$ cat src/hw/rtl/sigf_pkg.sv
// Shared constants, codes and types of the serial idle gap framer.
// No dependencies; every other file of the block but sigf_if uses this package.
package sigf_pkg;

	localparam int MAX_FRAME = 64;
	localparam int ADDR_W    = $clog2(MAX_FRAME);
	localparam int CNT_W     = $clog2(MAX_FRAME + 1);
	localparam int PADDR_W   = 3;

	localparam logic [7:0]  COLON_BYTE = 8'h3A;
	localparam logic [15:0] GAP_RESET  = 16'd100;
	localparam logic [15:0] SIL_MAX    = 16'hFFFF;

	localparam logic [1:0] CAUSE_GAP   = 2'd0;
	localparam logic [1:0] CAUSE_START = 2'd1;
	localparam logic [1:0] CAUSE_FULL  = 2'd2;

	localparam logic ACT_BYTE = 1'b0;
	localparam logic ACT_TICK = 1'b1;

	localparam logic REG_ASCII = 1'b0;
	localparam logic REG_GAP   = 1'b1;

	typedef logic [7:0] byte_t;

	typedef struct packed {
		logic        ascii_mode;
		logic [15:0] gap_ticks;
	} cfg_t;

endpackage

$ cat src/hw/rtl/sigf_if.sv
// Request channels of the framer: received bus events in, frame bytes out.
// Depends on nothing; payload widths are fixed by the field definitions.
interface sigf_rx_if;
	logic       valid;
	logic       ready;
	logic       action;
	logic [7:0] rx_byte;

	modport source (output valid, output action, output rx_byte, input ready);
	modport sink (input valid, input action, input rx_byte, output ready);
endinterface

interface sigf_frame_if;
	logic       valid;
	logic       ready;
	logic [7:0] frame_byte;
	logic       frame_last;
	logic [1:0] end_cause;

	modport source (output valid, output frame_byte, output frame_last, output end_cause,
		input ready);
	modport sink (input valid, input frame_byte, input frame_last, input end_cause,
		output ready);
endinterface

$ cat src/hw/rtl/serial_idle_gap_framer.sv
// Channel  Dir  Payload                              Accepted when
// rx       in   action, rx_byte                      rx.valid && rx.ready
// frame    out  frame_byte, frame_last, end_cause    frame.valid && frame.ready
// apb      in   paddr, pwdata (ascii_mode, gap_ticks) psel && penable && pwrite
//
// A byte or tick that ends no frame is taken in the idle state, which the block keeps.
// A frame of n bytes is read out of the store byte by byte, each by a memory read (S_RD)
// then an output load (S_WAIT), so the block is busy for the readout plus output stalls.
// rx.ready is low during readout; the output register lets the next request in
// while the last frame byte still waits. No clearing pass after reset.
// Top level of the framer; depends on sigf_pkg, sigf_if, sigf_store, sigf_cfg.
module serial_idle_gap_framer (
	input  logic                        clk,
	input  logic                        arst_n,
	input  logic                        psel,
	input  logic                        penable,
	input  logic                        pwrite,
	input  logic [sigf_pkg::PADDR_W-1:0] paddr,
	input  logic [31:0]                 pwdata,
	output logic [31:0]                 prdata,
	output logic                        pready,
	sigf_rx_if.sink                     rx,
	sigf_frame_if.source                frame
);
	import sigf_pkg::*;

	localparam logic [1:0] S_IDLE = 2'd0;
	localparam logic [1:0] S_RD   = 2'd1;
	localparam logic [1:0] S_WAIT = 2'd2;

	cfg_t cfg;

	logic [1:0]       st_q;
	logic [CNT_W-1:0] fill_q;
	logic [15:0]      silence_q;
	logic [CNT_W-1:0] len_q;
	logic [ADDR_W-1:0] idx_q;
	logic [1:0]       cause_q;
	logic             pend_colon_q;

	logic       frame_v_q;
	byte_t      frame_byte_q;
	logic       frame_last_q;
	logic [1:0] frame_cause_q;

	logic             accept;
	logic             is_colon;
	logic [15:0]      sil_inc;
	logic [CNT_W-1:0] fill_inc;
	logic             load;
	logic             last;
	logic             done;

	logic              we;
	logic [ADDR_W-1:0] waddr;
	byte_t             wdata;
	byte_t             rdata;

	sigf_cfg u_cfg (
		.clk     (clk),
		.arst_n  (arst_n),
		.psel    (psel),
		.penable (penable),
		.pwrite  (pwrite),
		.paddr   (paddr),
		.pwdata  (pwdata),
		.prdata  (prdata),
		.pready  (pready),
		.cfg     (cfg)
	);

	sigf_store u_store (
		.clk   (clk),
		.we    (we),
		.waddr (waddr),
		.wdata (wdata),
		.re    (st_q == S_RD),
		.raddr (idx_q),
		.rdata (rdata)
	);

	assign rx.ready = (st_q == S_IDLE);
	assign accept   = rx.valid && rx.ready;
	assign is_colon = cfg.ascii_mode && (rx.rx_byte == COLON_BYTE);
	assign sil_inc  = (silence_q == SIL_MAX) ? silence_q : silence_q + 16'd1;
	assign fill_inc = fill_q + CNT_W'(1);

	assign load = (st_q == S_WAIT) && (!frame_v_q || frame.ready);
	assign last = (CNT_W'(idx_q) + CNT_W'(1)) == len_q;
	assign done = load && last;

	always_comb begin
		we    = 1'b0;
		waddr = fill_q[ADDR_W-1:0];
		wdata = rx.rx_byte;
		if (done && pend_colon_q) begin
			we    = 1'b1;
			waddr = '0;
			wdata = COLON_BYTE;
		end else if (accept && rx.action == ACT_BYTE) begin
			if (is_colon) begin
				we    = (fill_q == '0);
				waddr = '0;
			end else begin
				we = (fill_q < CNT_W'(MAX_FRAME));
			end
		end
	end

	always_ff @(posedge clk or negedge arst_n) begin
		if (!arst_n) begin
			st_q         <= S_IDLE;
			fill_q       <= '0;
			silence_q    <= '0;
			len_q        <= '0;
			idx_q        <= '0;
			cause_q      <= CAUSE_GAP;
			pend_colon_q <= 1'b0;
		end else begin
			unique case (st_q)
				S_IDLE: begin
					if (accept) begin
						idx_q        <= '0;
						pend_colon_q <= 1'b0;
						if (rx.action == ACT_TICK) begin
							silence_q <= sil_inc;
							if (sil_inc > cfg.gap_ticks && fill_q != '0) begin
								len_q   <= fill_q;
								cause_q <= CAUSE_GAP;
								fill_q  <= '0;
								st_q    <= S_RD;
							end
						end else begin
							silence_q <= '0;
							if (is_colon) begin
								fill_q <= CNT_W'(1);
								if (fill_q != '0) begin
									len_q        <= fill_q;
									cause_q      <= CAUSE_START;
									pend_colon_q <= 1'b1;
									st_q         <= S_RD;
								end
							end else if (fill_q < CNT_W'(MAX_FRAME)) begin
								if (fill_inc == CNT_W'(MAX_FRAME)) begin
									len_q   <= fill_inc;
									cause_q <= CAUSE_FULL;
									fill_q  <= '0;
									st_q    <= S_RD;
								end else begin
									fill_q <= fill_inc;
								end
							end
						end
					end
				end
				S_RD: begin
					st_q <= S_WAIT;
				end
				S_WAIT: begin
					if (load) begin
						idx_q <= idx_q + ADDR_W'(1);
						st_q  <= last ? S_IDLE : S_RD;
					end
				end
				default: begin
					st_q <= S_IDLE;
				end
			endcase
		end
	end

	always_ff @(posedge clk or negedge arst_n) begin
		if (!arst_n) begin
			frame_v_q <= 1'b0;
		end else if (load) begin
			frame_v_q <= 1'b1;
		end else if (frame.ready) begin
			frame_v_q <= 1'b0;
		end
	end

	always_ff @(posedge clk) begin
		if (load) begin
			frame_byte_q  <= rdata;
			frame_last_q  <= last;
			frame_cause_q <= cause_q;
		end
	end

	assign frame.valid      = frame_v_q;
	assign frame.frame_byte = frame_byte_q;
	assign frame.frame_last = frame_last_q;
	assign frame.end_cause  = frame_cause_q;

	a_fill_bound: assert property (@(posedge clk) disable iff (!arst_n)
		fill_q < CNT_W'(MAX_FRAME))
		else $error("fill count reached the store depth");

	a_full_emits: assert property (@(posedge clk) disable iff (!arst_n)
		(accept && rx.action == ACT_BYTE && !is_colon && fill_inc == CNT_W'(MAX_FRAME))
		|=> (st_q == S_RD && fill_q == '0 && cause_q == CAUSE_FULL))
		else $error("full store did not start a readout");

	a_last_ends: assert property (@(posedge clk) disable iff (!arst_n)
		done |=> (st_q == S_IDLE && frame.valid && frame.frame_last))
		else $error("last frame byte did not end the readout");

	a_no_empty: assert property (@(posedge clk) disable iff (!arst_n)
		(st_q == S_RD) |-> (len_q != '0))
		else $error("readout of an empty frame");

	a_colon_restore: assert property (@(posedge clk) disable iff (!arst_n)
		(done && pend_colon_q) |-> (we && waddr == '0 && fill_q == CNT_W'(1)))
		else $error("start byte not stored after readout");

endmodule

$ cat src/hw/rtl/sigf_store.sv
// Frame store: one write port, one read port, registered read data.
// Depends on sigf_pkg for depth and address width.
module sigf_store (
	input  logic                       clk,
	input  logic                       we,
	input  logic [sigf_pkg::ADDR_W-1:0] waddr,
	input  sigf_pkg::byte_t            wdata,
	input  logic                       re,
	input  logic [sigf_pkg::ADDR_W-1:0] raddr,
	output sigf_pkg::byte_t            rdata
);
	import sigf_pkg::*;

	byte_t mem [MAX_FRAME];
	byte_t rdata_q;

	always_ff @(posedge clk) begin
		if (we) begin
			mem[waddr] <= wdata;
		end
	end

	always_ff @(posedge clk) begin
		if (re) begin
			rdata_q <= mem[raddr];
		end
	end

	assign rdata = rdata_q;

endmodule

$ cat src/hw/rtl/sigf_cfg.sv
// APB register file of the framer: ascii_mode at 0x0, gap_ticks at 0x4.
// Depends on sigf_pkg for register indexes and the configuration struct.
module sigf_cfg (
	input  logic                        clk,
	input  logic                        arst_n,
	input  logic                        psel,
	input  logic                        penable,
	input  logic                        pwrite,
	input  logic [sigf_pkg::PADDR_W-1:0] paddr,
	input  logic [31:0]                 pwdata,
	output logic [31:0]                 prdata,
	output logic                        pready,
	output sigf_pkg::cfg_t              cfg
);
	import sigf_pkg::*;

	logic        ascii_mode_q;
	logic [15:0] gap_ticks_q;
	logic        wr;
	logic        sel;

	assign pready = 1'b1;
	assign wr     = psel && penable && pwrite;
	assign sel    = paddr[2];

	always_ff @(posedge clk or negedge arst_n) begin
		if (!arst_n) begin
			ascii_mode_q <= 1'b0;
			gap_ticks_q  <= GAP_RESET;
		end else if (wr) begin
			unique case (sel)
				REG_ASCII: ascii_mode_q <= pwdata[0];
				REG_GAP:   gap_ticks_q  <= pwdata[15:0];
				default:   ;
			endcase
		end
	end

	always_comb begin
		unique case (sel)
			REG_ASCII: prdata = {31'd0, ascii_mode_q};
			REG_GAP:   prdata = {16'd0, gap_ticks_q};
			default:   prdata = 32'd0;
		endcase
	end

	assign cfg = '{ascii_mode: ascii_mode_q, gap_ticks: gap_ticks_q};

endmodule

$ cat src/flat_wrapper.sv
// flat-port wrapper written by rule: the top's interface ports become plain ports
module serial_idle_gap_framer_flat import sigf_pkg::*;
  (clk, arst_n, psel, penable, pwrite, paddr, pwdata, prdata, pready, rx_valid, rx_action, rx_rx_byte, rx_ready, frame_valid, frame_frame_byte, frame_frame_last, frame_end_cause, frame_ready);
  sigf_rx_if rx_i ();
  sigf_frame_if frame_i ();
  input  logic clk;
  input  logic arst_n;
  input  logic psel;
  input  logic penable;
  input  logic pwrite;
  input  logic [sigf_pkg::PADDR_W-1:0] paddr;
  input  logic [31:0] pwdata;
  output logic [31:0] prdata;
  output logic pready;
  input wire logic [$bits(rx_i.valid)-1:0] rx_valid;
  input wire logic [$bits(rx_i.action)-1:0] rx_action;
  input wire logic [$bits(rx_i.rx_byte)-1:0] rx_rx_byte;
  output wire logic [$bits(rx_i.ready)-1:0] rx_ready;
  output wire logic [$bits(frame_i.valid)-1:0] frame_valid;
  output wire logic [$bits(frame_i.frame_byte)-1:0] frame_frame_byte;
  output wire logic [$bits(frame_i.frame_last)-1:0] frame_frame_last;
  output wire logic [$bits(frame_i.end_cause)-1:0] frame_end_cause;
  input wire logic [$bits(frame_i.ready)-1:0] frame_ready;
  assign rx_i.valid = rx_valid;
  assign rx_i.action = rx_action;
  assign rx_i.rx_byte = rx_rx_byte;
  assign rx_ready = rx_i.ready;
  assign frame_valid = frame_i.valid;
  assign frame_frame_byte = frame_i.frame_byte;
  assign frame_frame_last = frame_i.frame_last;
  assign frame_end_cause = frame_i.end_cause;
  assign frame_i.ready = frame_ready;
  serial_idle_gap_framer u_core (.clk(clk), .arst_n(arst_n), .psel(psel), .penable(penable), .pwrite(pwrite), .paddr(paddr), .pwdata(pwdata), .prdata(prdata), .pready(pready), .rx(rx_i), .frame(frame_i));
endmodule
$ cat config.mk
export PLATFORM = sky130hd
export DESIGN_NAME = serial_idle_gap_framer_flat
export DESIGN_NICKNAME = d
export VERILOG_FILES = /design/src/hw/rtl/sigf_pkg.sv /design/src/hw/rtl/sigf_if.sv /design/src/hw/rtl/serial_idle_gap_framer.sv /design/src/hw/rtl/sigf_store.sv /design/src/hw/rtl/sigf_cfg.sv /design/src/flat_wrapper.sv
export SDC_FILE = /design/constraint.sdc
export NUM_CORES = 1
export LEC_CHECK = 0
export CAP_MARGIN = 40
export CORE_MARGIN = 2
export CORE_UTILIZATION = 30
export CTS_CLUSTER_SIZE = 28
export DETAILED_ROUTE_END_ITERATION = 16
export DONT_BUFFER_PORTS = 1
export PLACE_DENSITY = 0.49
export SKIP_LAST_GASP = 1
export SLEW_MARGIN = 0
export SYNTH_ARGS = -nofsm -noshare
export SYNTH_HDL_FRONTEND = slang
export SYNTH_SLANG_ARGS = --single-unit
$ cat constraint.sdc
create_clock -name clk -period 5.6 [get_ports clk]
set_input_delay 0.28 -clock clk [delete_from_list [all_inputs] [get_ports clk]]
set_output_delay 0.28 -clock clk [all_outputs]
set_load 0.01 [all_outputs]
=== Word-level counts from Yosys, hierarchy flattened ===
Memory sizes are Yosys's and may differ from the RTL's. A register that Yosys moved wholly into a read port is not among the register bits.
Cells that the tools add are included.

* Input bits: 51
* Bits in writable memories: 512
* Memories kept: 1
* Register bits: 70

{| class="wikitable"
|+ Memory list
! name !! depth !! width !! read ports !! clocked after Yosys merged registers in !! write ports !! RTL line !! RTL
|-
| u_core.u_store.mem || 64 || 8 || 1 || 1 || 1 || sigf_store.sv:14 || <nowiki>byte_t mem [MAX_FRAME];</nowiki>
|}

* Bitwise operators: 2
* Equality and inequality tests: 14
* Magnitude comparators: 2
* $add $sub $neg: 4
* Muxes and demuxes: 46
* Reductions and logical operators: 25

{| class="wikitable"
|+ Operator list
! kind !! count
|-
| 2-to-1 mux 7 bit || 11
|-
| one-hot mux 32 bit (2 select lines) || 1
|-
| 2-to-1 mux 16 bit || 2
|-
| 2-to-1 mux 6 bit || 5
|-
| 2-to-1 mux 2 bit || 13
|-
| adder 16 x 1 -> 16 bit (second input constant) || 1
|-
| == test 16 bit (second input constant) || 1
|-
| greater-than comparator 16 bit || 1
|-
| inequality test 4 bit (second input constant) || 3
|-
| one-hot mux 6 bit (2 select lines) || 1
|-
| AND reduction 6 bit || 2
|-
| 2-to-1 mux 1 bit || 11
|-
| logical AND 1 bit || 9
|-
| == test 8 x 6 -> 1 bit (second input constant) || 1
|-
| 2-to-1 mux 8 bit || 1
|-
| adder 6 x 1 -> 7 bit (second input constant) || 1
|-
| adder 7 x 1 -> 7 bit (second input constant) || 1
|-
| == test 7 bit || 1
|-
| == test 7 bit (second input constant) || 1
|-
| logical NOT 7 bit || 1
|-
| < comparator 7 bit (second input constant) || 1
|-
| nonzero test 7 bit || 1
|-
| adder 6 x 1 -> 6 bit (second input constant) || 1
|-
| inequality test 3 bit (second input constant) || 2
|-
| 14 further kinds || 20
|}

=== Depth between registers and ports, before layout ===
* Depth after elaboration: 8
* Depth in mapped cells: 14
* Depth with buffers taken out: 13

=== Cells and area by module ===
A second synthesis with hierarchy kept.

* Cell total of the unflattened synthesis: 1396
* Area, all modules: 24781.3 um^2

{| class="wikitable"
|+ By module, submodules not included
! module !! cells an instance !! instances !! area an instance (um^2)
|-
| sigf_store || 940 || 1 || 20246.9
|-
| serial_idle_gap_framer || 381 || 1 || 3572.2
|-
| sigf_cfg || 75 || 1 || 962.2
|}

=== Worst setup path before layout ===
Ideal clock, no wire load.

* Path type: reg2reg
* Start point: register u_core.st_q[0]
* End point: memory u_core.u_store.mem[0][2] in the netlist's numbering, data pin
* Buffers on the path: 1
* Setup time: 0.517 ns
* Stages on the path, launching flop included: 8
* Slack: 1.894 ns
* Arrival: 3.189 ns
* Period minus slack after synthesis: 3.706 ns
* Required time: 5.083 ns
* Cell sequence: dfrtp_1 nand2b_1 nand2b_1 inv_1 and2_0 and4bb_2 buf_2 nor2b_1

* Word-level cells in the longest chain between the ends: 5

{| class="wikitable"
|+ Ends and longest elaborated chain
! item !! RTL line !! RTL
|-
| start: declaration || serial_idle_gap_framer.sv:33 || <nowiki>logic [1:0] st_q;</nowiki>
|-
| start signal: assignment || serial_idle_gap_framer.sv:162 || <nowiki>st_q <= last ? S_IDLE : S_RD;</nowiki>
|-
| == test 2 bit || serial_idle_gap_framer.sv:88 || <nowiki>assign load = (st_q == S_WAIT) && (!frame_v_q || frame.ready);</nowiki>
|-
| logical AND 1 bit || serial_idle_gap_framer.sv:88 ||
|-
| named net u_core.load || serial_idle_gap_framer.sv:50 || <nowiki>logic load;</nowiki>
|-
| logical AND 1 bit || serial_idle_gap_framer.sv:90 || <nowiki>assign done = load && last;</nowiki>
|-
| logical AND 1 bit || serial_idle_gap_framer.sv:96 || <nowiki>if (done && pend_colon_q) begin</nowiki>
|-
| 2-to-1 mux 8 bit || serial_idle_gap_framer.sv:96 ||
|-
| named net u_core.u_store.wdata[2] || sigf_store.sv:7 || <nowiki>input sigf_pkg::byte_t wdata,</nowiki>
|-
| end: declaration || sigf_store.sv:14 ||
|}

The timed path passes the listed nets, and every way through them passes these cells.

=== Worst setup path in the final report ===
* Start point: register u_core.silence_q[6]
* End point: register u_core.cause_q[1]

* Word-level cells in the longest chain between the ends: 6

{| class="wikitable"
|+ Ends and longest elaborated chain
! item !! RTL line !! RTL
|-
| start: declaration || serial_idle_gap_framer.sv:35 || <nowiki>logic [15:0] silence_q;</nowiki>
|-
| start signal: assignment || serial_idle_gap_framer.sv:126 || <nowiki>silence_q <= sil_inc;</nowiki>
|-
| adder 16 x 1 -> 16 bit or == test 16 bit (tied branches) || serial_idle_gap_framer.sv:85 || <nowiki>assign sil_inc = (silence_q == SIL_MAX) ? silence_q : silence_q + 16'd1;</nowiki>
|-
| 2-to-1 mux 16 bit * || serial_idle_gap_framer.sv:85 ||
|-
| greater-than comparator 16 bit * || serial_idle_gap_framer.sv:127 || <nowiki>if (sil_inc > cfg.gap_ticks && fill_q != '0) begin</nowiki>
|-
| logical AND 1 bit * || serial_idle_gap_framer.sv:127 ||
|-
| inequality test 2 x 1 -> 1 bit (no source line) * || - ||
|-
| AND reduction 6 bit (no source line) * || - ||
|-
| end signal: assignment || serial_idle_gap_framer.sv:129 || <nowiki>cause_q <= CAUSE_GAP;</nowiki>
|-
| end signal: assignment || serial_idle_gap_framer.sv:139 || <nowiki>cause_q <= CAUSE_START;</nowiki>
|-
| end signal: assignment || serial_idle_gap_framer.sv:146 || <nowiki>cause_q <= CAUSE_FULL;</nowiki>
|-
| end: declaration || serial_idle_gap_framer.sv:38 || <nowiki>logic [1:0] cause_q;</nowiki>
|}

Every way passes the cells marked *; elsewhere a longest branch is shown, timed or not.
A chain may end at the register's enable or synchronous reset.

==> results.md <==
- Status: finished, final reports clean
- Post-synth EDFFs: 531
- Slew @ Worst Pin: 0.896 ns
- Largest net degree at the start of global routing: 97
- H-tree depth: 3
- Final setup viols: 0
- TNS Setup: 0 ns
- Starting Density: 0.302
- Power Total: 12.0 mW
- Syn-to-layout area delta: 16.5%
- Syn Area/Cell: 18.0 sq um
- Hold Fails Final Rpt: 0
- GRT overflow: 0
- Simple-gate portion of the synthesized area: 0.0640
- Post-CTS Setup Bufs: 0
- N_diodes: 0
- Yosys top cell by area: edfxtp_1
- Routed Antenna Nets: 0
- Synth warn: 0
- Clk_skew: 0.0338 ns
- Count of pins over their slew limit: 0
- Vias per Instance: 4.97
- Unrepaired setup endpoints after global routing: false
- Kind of critical path: flop to flop
- Total Routed Length: 59500 um
- Commonest cells after routing, fill and taps aside: 531 x edfxtp_1, 144 x mux4_2, 111 x nor2_1
- Fin nets: 1537
- Largest family of logic cells by synthesized area: multiplexers
- Clock latency on the worst-skew pair: 0.62 ns
- Slew headroom: 0.403
- P_leak: 9.33 nW
- Period utilisation layout: 0.725
- Synth area leaders: edfxtp_1 65%, mux4_2 13%, dfrtp_1 5.7%
- Final hold slack: 0.105 ns
- Synth Area in Compound Gates: 0.0313
- Drc violations: 0
- Peak VDD IR: 0.218 mV
- Synth Cell Area: 24700 sq um
- Req. time, crit path: 6.09 ns
- Final Non-Filler Cells: 2584
- Port Buffers: 0
- DR iter-0 viols: 922
- Wire length per cell: 23.0 um
- Worst-path maximum fanout: 15
- First-pass GRT wire length: 88600 um
- CTS tree: done
- Vias: 12833
- Post-synthesis cell type count: 72
- Sink Count: 590
- Power per cell area: 419 nW/um^2
- Rows: 105
- Share of layout cells above drive strength 1: 0.249
- CP endpoint kind: flop
- Inserted Clock Buffers: 68
- Min Tclk post-route: 4.06 ns
- Area of the core: 81700 sq um
- Placed inst area: 26200 sq um
- Synth Area in Adders: 0.0112
- Ports: 97
- Initial antenna violation count: 1
- Die height: 291 um
- Critical Path AT: 4.55 ns
- GRT Total Usage: 0.141
- Clock transition at path regs: 0.05 ns
- Synth async-reset ratio: 0.100
- Die Width: 291 um
- Worst min-delay path class: primary input to flop
- Setup WS pre-CTS: 1.53 ns
- Post-synthesis mux area share: 0.155
- Final Cell Area: 28700 sq um
- Mapped Cells: 1374
- Fmax: 246 MHz
- Commonest non-fill, non-tap cell in the layout: edfxtp_1
- Max Cap Viol: 0
- Post-synthesis xor/xnor area fraction: 0.00888
- Gpl congestion: 0.775
- Die area: 84500 sq um
- Root buffer selected by CTS: clkbuf_16
- Resized cells post-CTS: 0
- Worst setup margin: 1.54 ns
- Post-DP HPWL: 37900 um
- Vias in the first global route: 13263
- Post-synth top area share: 0.646
- Post-Place Cells: 2440
- Clk buf depth: 3
- Register bit count reported by yosys: 590
- Most used flip-flop cell after synthesis: edfxtp_1
- 1st-pass router iterations: 5
- Post-synthesis sequential area ratio: 0.706
- Worst Setup Start Kind: flop
- Fin util: 0.352
[area by class of cell]
class | instances | area, sq um
clock buffer | 85 | 1800
clock inverter | 35 | 443
fill | 7709 | 53000
inverter | 24 | 90.1
multi-input combinational | 686 | 6800
sequential | 590 | 17400
tap | 1070 | 1340
timing repair buffer | 94 | 828
[registers in the layout, summed over array words and instances (netlist names)]
register / cells
u_core.silence_q: 16
u_core.frame.frame_byte: 8
u_core.u_cfg.gap_ticks_q: 16
u_core.u_store.rdata: 8
u_core.u_cfg.ascii_mode_q: 1
u_core.frame.frame_last: 1
u_core.frame.end_cause: 2
u_core.fill_q: 7
u_core.pend_colon_q: 1
u_core.st_q: 2
u_core.frame.valid: 1
u_core.idx_q: 6
u_core.cause_q: 2
u_core.len_q: 7
u_core.u_store.mem: 512
[per-layer routing]
| layer | share of wire | global-route usage | vias to the layer above |
|---|---|---|---|
| met3 | 0.054 | 0.0287 | 82 |
| li1 | - | - | 5652 |
| met4 | 0.024 | 0.0460 | 0 |
| met1 | 0.45 | 0.196 | 6755 |
| met2 | 0.47 | 0.223 | 344 |
| met5 | 0 | 0 | - |
[Yosys cell counts, drive strengths merged (22+ instances only)]
cell type,instances
edfxtp,531
mux4,144
nor2,112
buf,57
dfrtp,56
nand2,45
clkbuf,32
o21ai,31
mux2,28
mux2i,27
inv,24
nand3,24
nor3,23
ha,22
[worst max-delay path: stages, from the launching register on]
cell and delay, ns:
dfrtp_1 0.47, and4_4 0.28, nand4_2 0.13, or4_4 0.66
nand4_1 0.19, xnor2_1 0.14, ha_1 0.26, a21oi_1 0.15
o21ai_0 0.15, a311oi_1 0.34, a31oi_2 0.26, o21ai_2 0.51
mux2_2 0.40
[where the power goes]
| part | switching, mW | internal, mW | total [mW] |
|---|---|---|---|
| logic | 1.33 | 0.981 | 2.31 |
| clock network | 1.79 | 2.66 | 4.45 |
| registers | 0.230 | 5.04 | 5.27 |
| total | 3.35 | 8.69 | 12.0 |
[worst paths after layout]
| path | start | endpoint | slack [ns] | cells past startpoint |
|---|---|---|---|---|
| hold / removal | rx_action | u_core.fill_q[1] | 0.10 | 4 |
| hold reg to reg | u_core.u_store.rdata[6] | u_core.frame.frame_byte[6] | 0.42 | 0 |
| setup reg to reg | u_core.silence_q[6] | u_core.cause_q[1] | 1.54 | 12 |
| max in group asynchronous | arst_n | u_core.idx_q[2] | 5.05 | 2 |
| min in group asynchronous | arst_n | u_core.u_cfg.gap_ticks_q[0] | 0.20 | 2 |
| setup / recovery | u_core.silence_q[6] | u_core.cause_q[1] | 1.54 | 12 |
[what timing repair did]
item,4_1_cts,5_1_grt
endpoints found under the hold margin,85,0
hold buffers,24,0
endpoints found under the setup margin,0,0
[cells by family (layout without fill, tap and decap cells)]
group | after synthesis | in the layout
xor gates and xnor gates | 25 | 25
and+or+nand+nor | 311 | 311
buffers and inverters | 113 | 238
other | 2 | 17
AOI/OAI and AO/OA | 112 | 112
adders and majority gates | 22 | 22
muxes | 199 | 199
DFF | 590 | 590
Power figures use the tool's default switching activity.
